File: src/sv/deq_pkg.sv
// Shared constants, codes, types and index helper for the double-ended queue.
// Depends on nothing; deq_ctrl and the top level refer to it by scoped names.
package deq_pkg;

   localparam int DEPTH      = 16;
   localparam int DATA_WIDTH = 32;
   localparam int IDX_W      = $clog2(DEPTH);
   localparam int CNT_W      = $clog2(DEPTH + 1);
   localparam int VAL_W      = 32;   // width of the value ports
   localparam int TOTAL_W    = 5;    // width of the entry total port

   localparam logic [2:0] MODE_PUSH_FRONT = 3'd0;
   localparam logic [2:0] MODE_PUSH_REAR  = 3'd1;
   localparam logic [2:0] MODE_POP_FRONT  = 3'd2;
   localparam logic [2:0] MODE_POP_REAR   = 3'd3;
   localparam logic [2:0] MODE_PEEK       = 3'd4;

   localparam logic [1:0] STATUS_OK         = 2'd0;
   localparam logic [1:0] STATUS_POP_EMPTY  = 2'd1;
   localparam logic [1:0] STATUS_PUSH_FULL  = 2'd2;

   // Storage access issued in the cycle a word is accepted.
   typedef struct packed {
      logic                  wr_en;
      logic [IDX_W-1:0]      wr_addr;
      logic [DATA_WIDTH-1:0] wr_data;
      logic [IDX_W-1:0]      pop_addr;
      logic [IDX_W-1:0]      front_addr;
   } mem_cmd_type;

   // Response stage: everything the result needs beside the read data.
   typedef struct packed {
      logic                  valid;
      logic [1:0]            status;
      logic [CNT_W-1:0]      count;
      logic                  pop_hit;
      logic                  front_from_push;
      logic [DATA_WIDTH-1:0] push_data;
   } rsp_ctl_type;

   // (base + off) mod DEPTH, for sums known to stay below 2 * DEPTH.
   function automatic logic [IDX_W-1:0] wrap_add(logic [IDX_W-1:0] base,
                                                 logic [CNT_W-1:0] off);
      logic [CNT_W:0] sum;
      sum = (CNT_W+1)'(base) + (CNT_W+1)'(off);
      if (sum >= (CNT_W+1)'(DEPTH)) begin
         sum = sum - (CNT_W+1)'(DEPTH);
      end
      return sum[IDX_W-1:0];
   endfunction

endpackage

File: src/sv/deq_ram.sv
// Generic single-write, dual-read RAM with registered read data.
// Depends on nothing.
module deq_ram #(
   parameter int WIDTH = 32,
   parameter int DEPTH = 16
) (
   input  logic                     clock,
   input  logic                     wr_en,
   input  logic [$clog2(DEPTH)-1:0] wr_addr,
   input  logic [WIDTH-1:0]         wr_data,
   input  logic [$clog2(DEPTH)-1:0] rd_addr_a,
   output logic [WIDTH-1:0]         rd_data_a,
   input  logic [$clog2(DEPTH)-1:0] rd_addr_b,
   output logic [WIDTH-1:0]         rd_data_b
);

   logic [WIDTH-1:0] mem [DEPTH];

   always_ff @(posedge clock) begin
      if (wr_en) begin
         mem[wr_addr] <= wr_data;
      end
      rd_data_a <= mem[rd_addr_a];
      rd_data_b <= mem[rd_addr_b];
   end

endmodule

File: src/sv/deq_ctrl.sv
// Queue control: front index and entry count, storage commands and the
// response stage. Depends on deq_pkg.
module deq_ctrl (
   input  logic                          clock,
   input  logic                          reset,
   input  logic                          start,
   output logic                          busy,
   input  logic [2:0]                    req_mode,
   input  logic [deq_pkg::DATA_WIDTH-1:0] req_data,
   output deq_pkg::mem_cmd_type          mem_cmd,
   output deq_pkg::rsp_ctl_type          rsp_ctl
);

   logic [deq_pkg::IDX_W-1:0] front_ff, front_in;
   logic [deq_pkg::CNT_W-1:0] count_ff, count_in;
   logic                      busy_ff;
   deq_pkg::rsp_ctl_type      rsp_ff, rsp_in;
   logic                      accept;
   logic                      full;
   logic                      empty;

   assign busy   = busy_ff;
   assign accept = start && !busy_ff;
   assign full   = (count_ff == deq_pkg::CNT_W'(deq_pkg::DEPTH));
   assign empty  = (count_ff == '0);

   always_comb begin
      front_in = front_ff;
      count_in = count_ff;

      mem_cmd.wr_en      = 1'b0;
      mem_cmd.wr_addr    = front_ff;
      mem_cmd.wr_data    = req_data;
      mem_cmd.pop_addr   = front_ff;
      mem_cmd.front_addr = front_ff;

      rsp_in.valid           = accept;
      rsp_in.status          = deq_pkg::STATUS_OK;
      rsp_in.pop_hit         = 1'b0;
      rsp_in.front_from_push = 1'b0;
      rsp_in.push_data       = req_data;

      case (req_mode)
         deq_pkg::MODE_PUSH_FRONT: begin
            if (full) begin
               rsp_in.status = deq_pkg::STATUS_PUSH_FULL;
            end else begin
               front_in = deq_pkg::wrap_add(front_ff,
                                            deq_pkg::CNT_W'(deq_pkg::DEPTH - 1));
               count_in = count_ff + deq_pkg::CNT_W'(1);
               mem_cmd.wr_en   = accept;
               mem_cmd.wr_addr = front_in;
               rsp_in.front_from_push = 1'b1;
            end
         end
         deq_pkg::MODE_PUSH_REAR: begin
            if (full) begin
               rsp_in.status = deq_pkg::STATUS_PUSH_FULL;
            end else begin
               count_in = count_ff + deq_pkg::CNT_W'(1);
               mem_cmd.wr_en   = accept;
               mem_cmd.wr_addr = deq_pkg::wrap_add(front_ff, count_ff);
               rsp_in.front_from_push = empty;
            end
         end
         deq_pkg::MODE_POP_FRONT: begin
            if (empty) begin
               rsp_in.status = deq_pkg::STATUS_POP_EMPTY;
            end else begin
               front_in = deq_pkg::wrap_add(front_ff, deq_pkg::CNT_W'(1));
               count_in = count_ff - deq_pkg::CNT_W'(1);
               mem_cmd.pop_addr   = front_ff;
               mem_cmd.front_addr = front_in;
               rsp_in.pop_hit     = 1'b1;
            end
         end
         deq_pkg::MODE_POP_REAR: begin
            if (empty) begin
               rsp_in.status = deq_pkg::STATUS_POP_EMPTY;
            end else begin
               count_in = count_ff - deq_pkg::CNT_W'(1);
               mem_cmd.pop_addr = deq_pkg::wrap_add(front_ff, count_in);
               rsp_in.pop_hit   = 1'b1;
            end
         end
         default: begin
            // peek and unused codes: read the front, change nothing
         end
      endcase

      rsp_in.count = count_in;
   end

   always_ff @(posedge clock) begin
      if (reset) begin
         front_ff     <= '0;
         count_ff     <= '0;
         busy_ff      <= 1'b1;
         rsp_ff.valid <= 1'b0;
      end else begin
         busy_ff      <= 1'b0;
         rsp_ff.valid <= rsp_in.valid;
         if (accept) begin
            front_ff <= front_in;
            count_ff <= count_in;
         end
      end
      if (accept) begin
         rsp_ff.status          <= rsp_in.status;
         rsp_ff.count           <= rsp_in.count;
         rsp_ff.pop_hit         <= rsp_in.pop_hit;
         rsp_ff.front_from_push <= rsp_in.front_from_push;
         rsp_ff.push_data       <= rsp_in.push_data;
      end
   end

   assign rsp_ctl = rsp_ff;

endmodule

File: src/sv/double_ended_queue_unit.sv
// Top level of the bounded double-ended queue: control plus entry storage.
// Depends on deq_pkg, deq_ram and deq_ctrl.
//
// A bounded double-ended queue of signed words in a circular store of
// deq_pkg::DEPTH entries. Raise start with req_mode and req_push_value; the
// word is taken at a rising edge where start is high and busy is low. Busy
// is high only in the first cycle after reset, so from then on one word is
// taken every cycle. Each word gives exactly one result, shown for a single
// cycle with rsp_valid high, in the cycle right after acceptance, behind the
// registered read of the entry store. There is no backpressure
// on the result side; sample rsp_* whenever rsp_valid is high. A pop on an
// empty queue reports status 1 and a push on a full queue reports status 2;
// both leave the queue unchanged. Codes above peek behave as peek.
module double_ended_queue_unit (
   input  logic               clock,
   input  logic               reset,
   input  logic               start,
   output logic               busy,
   input  logic [2:0]         req_mode,
   input  logic signed [31:0] req_push_value,
   output logic               rsp_valid,
   output logic signed [31:0] rsp_popped_value,
   output logic signed [31:0] rsp_front_value,
   output logic [4:0]         rsp_entry_total,
   output logic               rsp_is_empty,
   output logic [1:0]         rsp_status
);

   deq_pkg::mem_cmd_type                   mem_cmd;
   deq_pkg::rsp_ctl_type                   rsp_ctl;
   logic        [deq_pkg::DATA_WIDTH-1:0]  push_data;
   logic        [deq_pkg::DATA_WIDTH-1:0]  pop_data;
   logic        [deq_pkg::DATA_WIDTH-1:0]  front_data;
   logic signed [deq_pkg::DATA_WIDTH-1:0]  popped_word;
   logic signed [deq_pkg::DATA_WIDTH-1:0]  front_word;
   logic                                   now_empty;

   // Keep only the low data bits of the pushed value.
   assign push_data = deq_pkg::DATA_WIDTH'(req_push_value);

   deq_ctrl u_ctrl (
      .clock    (clock),
      .reset    (reset),
      .start    (start),
      .busy     (busy),
      .req_mode (req_mode),
      .req_data (push_data),
      .mem_cmd  (mem_cmd),
      .rsp_ctl  (rsp_ctl)
   );

   // Port a returns the popped entry, port b the entry at the new front.
   deq_ram #(
      .WIDTH (deq_pkg::DATA_WIDTH),
      .DEPTH (deq_pkg::DEPTH)
   ) u_store (
      .clock     (clock),
      .wr_en     (mem_cmd.wr_en),
      .wr_addr   (mem_cmd.wr_addr),
      .wr_data   (mem_cmd.wr_data),
      .rd_addr_a (mem_cmd.pop_addr),
      .rd_data_a (pop_data),
      .rd_addr_b (mem_cmd.front_addr),
      .rd_data_b (front_data)
   );

   assign now_empty = (rsp_ctl.count == '0);

   // Drop a failed pop, and the front of an empty queue, to zero; take the front
   // from the pushed word when the push itself became the front, since the store write lands too late.
   always_comb begin
      popped_word = rsp_ctl.pop_hit ? pop_data : '0;
      if (now_empty) begin
         front_word = '0;
      end else if (rsp_ctl.front_from_push) begin
         front_word = rsp_ctl.push_data;
      end else begin
         front_word = front_data;
      end
   end

   // Sign-extend the stored words to the port width.
   assign rsp_valid        = rsp_ctl.valid;
   assign rsp_popped_value = deq_pkg::VAL_W'(popped_word);
   assign rsp_front_value  = deq_pkg::VAL_W'(front_word);
   assign rsp_entry_total  = deq_pkg::TOTAL_W'(rsp_ctl.count);
   assign rsp_is_empty     = now_empty;
   assign rsp_status       = rsp_ctl.status;

endmodule
File: config.mk
export PLATFORM = sky130hd
export DESIGN_NAME = double_ended_queue_unit
export DESIGN_NICKNAME = d
export VERILOG_FILES = /design/src/sv/deq_pkg.sv /design/src/sv/deq_ram.sv /design/src/sv/deq_ctrl.sv /design/src/sv/double_ended_queue_unit.sv
export SDC_FILE = /design/constraint.sdc
export NUM_CORES = 1
export LEC_CHECK = 0
export CAP_MARGIN = 10
export CORE_MARGIN = 2
export CORE_UTILIZATION = 35
export CTS_BUF_LIST = sky130_fd_sc_hd__clkbuf_8 sky130_fd_sc_hd__clkbuf_16
export CTS_CLUSTER_SIZE = 20
export DETAILED_ROUTE_END_ITERATION = 10
export DONT_BUFFER_PORTS = 1
export MAX_ROUTING_LAYER = met4
export SYNTH_ARGS = -nofsm -noshare
export SYNTH_HDL_FRONTEND = slang
export SYNTH_SLANG_ARGS = --single-unit
File: constraint.sdc
create_clock -name clock -period 6 [get_ports clock]
set_input_delay 1.8 -clock clock [delete_from_list [all_inputs] [get_ports clock]]
set_output_delay 1.8 -clock clock [all_outputs]
set_load 0.1 [all_outputs]
==> results of run 1 <==
[registers in the layout (all words and copies together) (netlist names)]
register           count
u_ctrl.busy            1
u_ctrl.count_ff        5
u_ctrl.front_ff        4
u_ctrl.rsp_ctl        42
u_store.mem          512
u_store.rd_data_a     32
u_store.rd_data_b     32
[worst min path at each step]
stage	slack (ns)	to	start	depth (start not counted)
floorplan	0.57	u_ctrl.front_ff[3]$_SDFFE_PP0P_	u_ctrl.front_ff[3]$_SDFFE_PP0P_	3
global placement	0.61	u_ctrl.count_ff[3]$_SDFFE_PP0P_	u_ctrl.count_ff[3]$_SDFFE_PP0P_	2
detailed placement	0.63	u_ctrl.count_ff[4]$_SDFFE_PP0P_	u_ctrl.count_ff[4]$_SDFFE_PP0P_	2
CTS	0.64	u_ctrl.count_ff[4]$_SDFFE_PP0P_	u_ctrl.count_ff[4]$_SDFFE_PP0P_	2
global route	0.68	u_ctrl.count_ff[4]$_SDFFE_PP0P_	u_ctrl.count_ff[4]$_SDFFE_PP0P_	2
finish	0.64	u_ctrl.count_ff[3]$_SDFFE_PP0P_	u_ctrl.count_ff[3]$_SDFFE_PP0P_	2
[routing by layer]
layer / vias to the layer above / GRT usage, % / routed length [um]
met3: 175 / 4.13 / 6580
li1: 7420 / - / -
met1: 9462 / 26.6 / 36700
met5: - / - / 0
met4: 0 / 6.76 / 2840
met2: 814 / 33.8 / 44900
[worst max-delay path: cells and delay by family, from the launching register on]
family | cells | cell delay, ns
buf+inv | 1 | 0.25
flops | 1 | 1.00
simple gates | 2 | 1.00
[cells by family after synthesis]
group / count (synthesis) / share of synthesized area (%)
DFF: 628 / 60.0
adders and majority gates: 12 / 0.547
muxes: 516 / 26.4
xor gates and xnor gates: 15 / 0.460
AOI/OAI and AO/OA: 202 / 4.86
buffers and inverters: 156 / 2.36
and+or+nand+nor: 277 / 5.33
[per-stage QoR]
stage	utilization, %	total power, W	std cells	setup WS, ns	instance area (um2)
floorplan	-	0.00574	1806	0.316	30200
global placement	37.4	0.00597	2870	1.21	31900
detailed placement	37.4	0.00597	2870	1.16	31900
CTS	40.2	0.0104	3002	1.15	34300
global route	40.2	0.0106	3002	1.11	34300
finish	40.2	0.0103	3002	1.24	34300
[layout make-up]
| cell class | instances | area share, % |
|---|---|---|
| multi-input combinational | 1022 | 34.0 |
| inverter | 10 | 0.109 |
| clock buffer | 75 | 5.44 |
| sequential | 628 | 52.8 |
| timing repair buffer | 66 | 1.99 |
| tap | 1144 | 4.17 |
| clock inverter | 57 | 1.50 |
[layout by cell type (no fill, tap or decap), drive strengths merged, types with 3 or more instances in the layout]
cell	count
and2	65
nand3	6
edfxtp	553
mux2i	291
a221o	31
nor2	67
ha	10
clkinv	28
nor3b	3
xor2	4
clkbuf	75
clkinvlp	6
or4	34
inv	25
xnor2	11
mux4	224
nor3	9
dfxtp	75
buf	66
nor2b	63
a211oi	65
nand2b	4
nand2	13
bufinv	8
o22ai	64
a21oi	13
o21ai	11
[power breakdown]
part / total (W) / switching (W) / internal [W]
Sequential: 0.00488 / 0.0000558 / 0.00483
Combinational: 0.000990 / 0.000683 / 0.000307
Clock: 0.00443 / 0.00181 / 0.00261
==> reports/results.txt, run 1 <==
outcome = completed
Root Driver = clkbuf_16
Vert. Die Dim = 298 um
clock transition at the registers of the reported paths = 0.06 ns
Iter 0 DRT Violations = 1870
worst slew pin tran = 1.23 ns
Layout area overhead = 13.7%
GP Congestion = 0.813
IO Port Bufs = 0
Setup Total Neg Slack = 0 ns
Rows = 107
number of synthesized flops with an enable pin = 553
vias in the first global route = 18300
crit path launch type = register
largest net degree at the start of global routing = 129
hold buffer count at CTS = 0
total track usage = 20.9%
VDD IR max = 0.190 mV
gr ovfl total = 0
CTS tree = yes
Setup crit start = u_ctrl.rsp_ctl[35]$_DFFE_PP_
syn nets = 1856
Num Clock Sinks = 628
min cycle time layout = 4.76 ns
Slowest cell on crit path = edfxtp_1
worst skew pair latency = 0.62 ns
Bufs on Longest Clock Path = 3
Avg Cell Area, Syn = 16.7 um2
Mapped Area = 30200 um2
first-pass GRT wire length = 131000 um
Cell Pwr Density = 300 nW/um2
RSZ-0062 raised after global routing = false
Synth area leaders = edfxtp_1, mux4_2, mux2i_1, dfxtp_1, a211oi_1
Ys Warns = 0
leakage = 11.7 nW
CTS H-Tree Depth = 3
worst hold slack = 0.642 ns
R2R Path End = u_store.rd_data_a[6]$_DFF_P_
I/O pin cnt = 112
remaining antenna violation count = 0
vias per inst = 5.95
Seq/Total Area, Yosys = 60.0%
WL/cell = 30.3 um
full die area = 88600 um2
Final setup viols = 0
Critical Path Sink = rsp_front_value[15]
top-count cell post-synth = edfxtp_1
CTS-repair resized insts = 0
crit path capture type = primary output
Critical R2R Launch = u_ctrl.count_ff[0]$_SDFFE_PP0P_
Final Max Slew Viols = 0
post-CTS setup buffer count = 0
Fmax = 0.210 GHz
share of layout cells above drive strength 1 = 25.7%
via count = 17900
Post-Route WL = 91000 um
area of the multi-input gates = 11700 um2
Synth top area share = 55.0%
Rel. slew slack = 17.6%
ys flop type = edfxtp_1
DRC viols = 0
drt pass-1 iters = 5
Mapped Cells = 1806
worst path cell trace = nor2_4 -> buf_12 -> nor2_2
ys async rst share = 0%
post-route clock period utilization = 79.3%
Post-synth top cells = edfxtp_1, mux2i_1, mux4_2, clkbuf_1, dfxtp_1
layout net count = 1850
Arr. time, crit path = 2.96 ns
clock buffer count from CTS = 72
dominant cell type by area after synthesis = edfxtp_1
Diodes inserted = 0
Initial Utilization = 35.4%
Std-Cell Core Area = 85300 um2
antenna violations before repair = 0
max-cap check violation count = 0
Filler cells = 7635
synth unique cells = 61
die span in x = 298 um
Reg2Reg Depth = 12
CP max stage delay = 1.00 ns
hpwl dp = 50000 um
Seq cells post-synth = 628
Final Skew = 0.0282 ns
CP Class = reg2out
Hold Crit Class = reg2reg
reg2reg setup slack = 1.69 ns
sequential cell area = 18100 um2
Final Hold Viols = 0
CP required = 4.20 ns
Worst Path Max Fanout = 33
(Power assumes the default switching activity.)
==> run 2, diff against run 1 <==
==> constraint.sdc (replaced) <==
create_clock -name clock -period 4 [get_ports clock]
set_input_delay 1.2 -clock clock [delete_from_list [all_inputs] [get_ports clock]]
set_output_delay 1.2 -clock clock [all_outputs]
set_load 0.1 [all_outputs]
==> run 2 against run 1 <==
  * Count of clock-buffer cells in the layout up 4
  * Worst setup slack worse by 1.0 ns
  * Combinational power up 66%
  * Worst hold slack worse by 0.044 ns
  * Via count up 3.6%
  * Cell area up 3.4%
  * First-iteration DRC count down 6.5%
  * Critical endpoint is now rsp_front_value[31]
==> reports/results.txt, run 2 (synthesized netlist as in run 1, its figures left out) <==
Final Skew = 0.0240 ns
Rows = 107
Vert. Die Dim = 298 um
VDD IR max = 0.302 mV
Final Max Slew Viols = 0
I/O pin cnt = 112
post-layout util = 41.6%
final non-filler cell total = 3117
gr ovfl total = 0
DP Cell Count = 2985
IO Port Bufs = 0
RSZ-0062 raised after global routing = false
Rel. slew slack = 26.0%
Setup Total Neg Slack = 0 ns
clock transition at the registers of the reported paths = 0.06 ns
Post-Route WL = 93000 um
worst slew pin tran = 1.11 ns
antenna violations before repair = 0
Stages on worst setup path = 4
crit path buf inv count = 2
CP Class = reg2out
largest net degree at the start of global routing = 99
commonest non-fill, non-tap cell in the layout = edfxtp_1
Fmax = 0.264 GHz
CP required = 2.80 ns
Final Hold Viols = 0
max-cap check violation count = 0
worst skew pair latency = 0.64 ns
Hold Crit Class = in2reg
CP max stage delay = 0.78 ns
commonest non-fill, non-tap cells in the layout = edfxtp_1, mux2i_1, mux4_2
min cycle time layout = 3.79 ns
Filler cells = 7564
Initial Utilization = 35.4%
clock buffer count from CTS = 72
Std-Cell Core Area = 85300 um2
Arr. time, crit path = 2.59 ns
max reg flops = 512
top cell family by delay on the critical path = flip-flops
crit path capture type = primary output
Biggest register = u_store.mem
area of the multi-input gates = 11700 um2
CTS H-Tree Depth = 3
vias in the first global route = 19100
Reg2Reg Depth = 13
sequential cell area = 18100 um2
outcome = completed
pre-CTS setup slack = 0.200 ns
Most common cell on crit path = buf_4
Final setup viols = 0
Iter 0 DRT Violations = 1749
Layout area overhead = 17.5%
first-pass GRT wire length = 135000 um
die span in x = 298 um
hpwl dp = 54700 um
vias per inst = 5.94
leakage = 12.4 nW
Cell Pwr Density = 437 nW/um2
CTS tree = yes
DRC viols = 0
total chip power = 0.0155 W
share of layout cells above drive strength 1 = 29.6%
full die area = 88600 um2
worst path cell trace = buf_4 -> mux2i_1 -> nor2_2 -> buf_4
via count = 18500
GP Congestion = 0.841
Diodes inserted = 0
crit path launch type = register
Final Worst Setup Slack = 0.214 ns
Root Driver = clkbuf_16
Num Clock Sinks = 628
post-route clock period utilization = 94.7%
layout net count = 1965
total track usage = 21.4%
remaining antenna violation count = 0
Hold Path Depth = 0
WL/cell = 29.8 um
post-CTS setup buffer count = 0
Worst Path Max Fanout = 6
drt pass-1 iters = 6
Slowest cell on crit path = edfxtp_1
Bufs on Longest Clock Path = 3
run 2: cell count changes in the layout (fill, tap and decap cells not counted), sizes merged:
cell | previous run | this run
bufinv | 8 | 6
buf | 66 | 181
inv | 25 | 34
clkinvlp | 6 | 2
clkbuf | 75 | 79
clkinv | 28 | 21
run 2: layout make-up:
class                   count  area share [%]
flip-flops and latches    628            51.1
repair buffers            181            5.22
clock inverters            53            1.25
inverters                  10           0.106
clock buffers              79            5.38
multi-input cells        1022            32.9
well taps                1144            4.03
run 2: report_power, final:
| part | total (W) | internal (W) | switching [W] |
|---|---|---|---|
| Sequential | 0.00731 | 0.00724 | 0.0000621 |
| Clock | 0.00655 | 0.00384 | 0.00272 |
| Combinational | 0.00164 | 0.000572 | 0.00107 |
run 2: timing repair:
| item | in CTS | in global routing |
|---|---|---|
| setup endpoints to repair | 0 | 18 |
| hold buffers | 0 | 0 |
| hold endpoints to repair | 0 | 0 |
| gates resized for setup | 0 | 2 |
run 2: routing by layer:
| metal | track usage [%] | wire (um) | part of all wire [%] | vias to the layer above |
|---|---|---|---|---|
| li1 | - | - | - | 7650 |
| met1 | 27.1 | 37400 | 40 | 9854 |
| met2 | 35.1 | 46200 | 50 | 817 |
| met3 | 3.62 | 6510 | 7.0 | 191 |
| met4 | 6.95 | 2780 | 3.0 | 0 |
| met5 | - | 0 | 0 | - |
run 2: per-stage QoR:
stage,instance area (um2),hold WS [ns]
floorplan,30200,0.567
global placement,33100,0.613
detailed placement,33100,0.624
CTS,35500,0.568
global route,35500,0.571
finish,35500,0.599
run 2: worst paths after layout:
check | startpoint | to | slack, ns
max | u_ctrl.rsp_ctl[32]$_DFFE_PP_ | rsp_front_value[31] | 0.21
max reg2reg | u_ctrl.count_ff[0]$_SDFFE_PP0P_ | u_store.rd_data_a[15]$_DFF_P_ | 0.26
min reg2reg | u_ctrl.count_ff[1]$_SDFFE_PP0P_ | u_ctrl.count_ff[1]$_SDFFE_PP0P_ | 0.63
min | reset | u_ctrl.busy$_DFF_P_ | 0.60
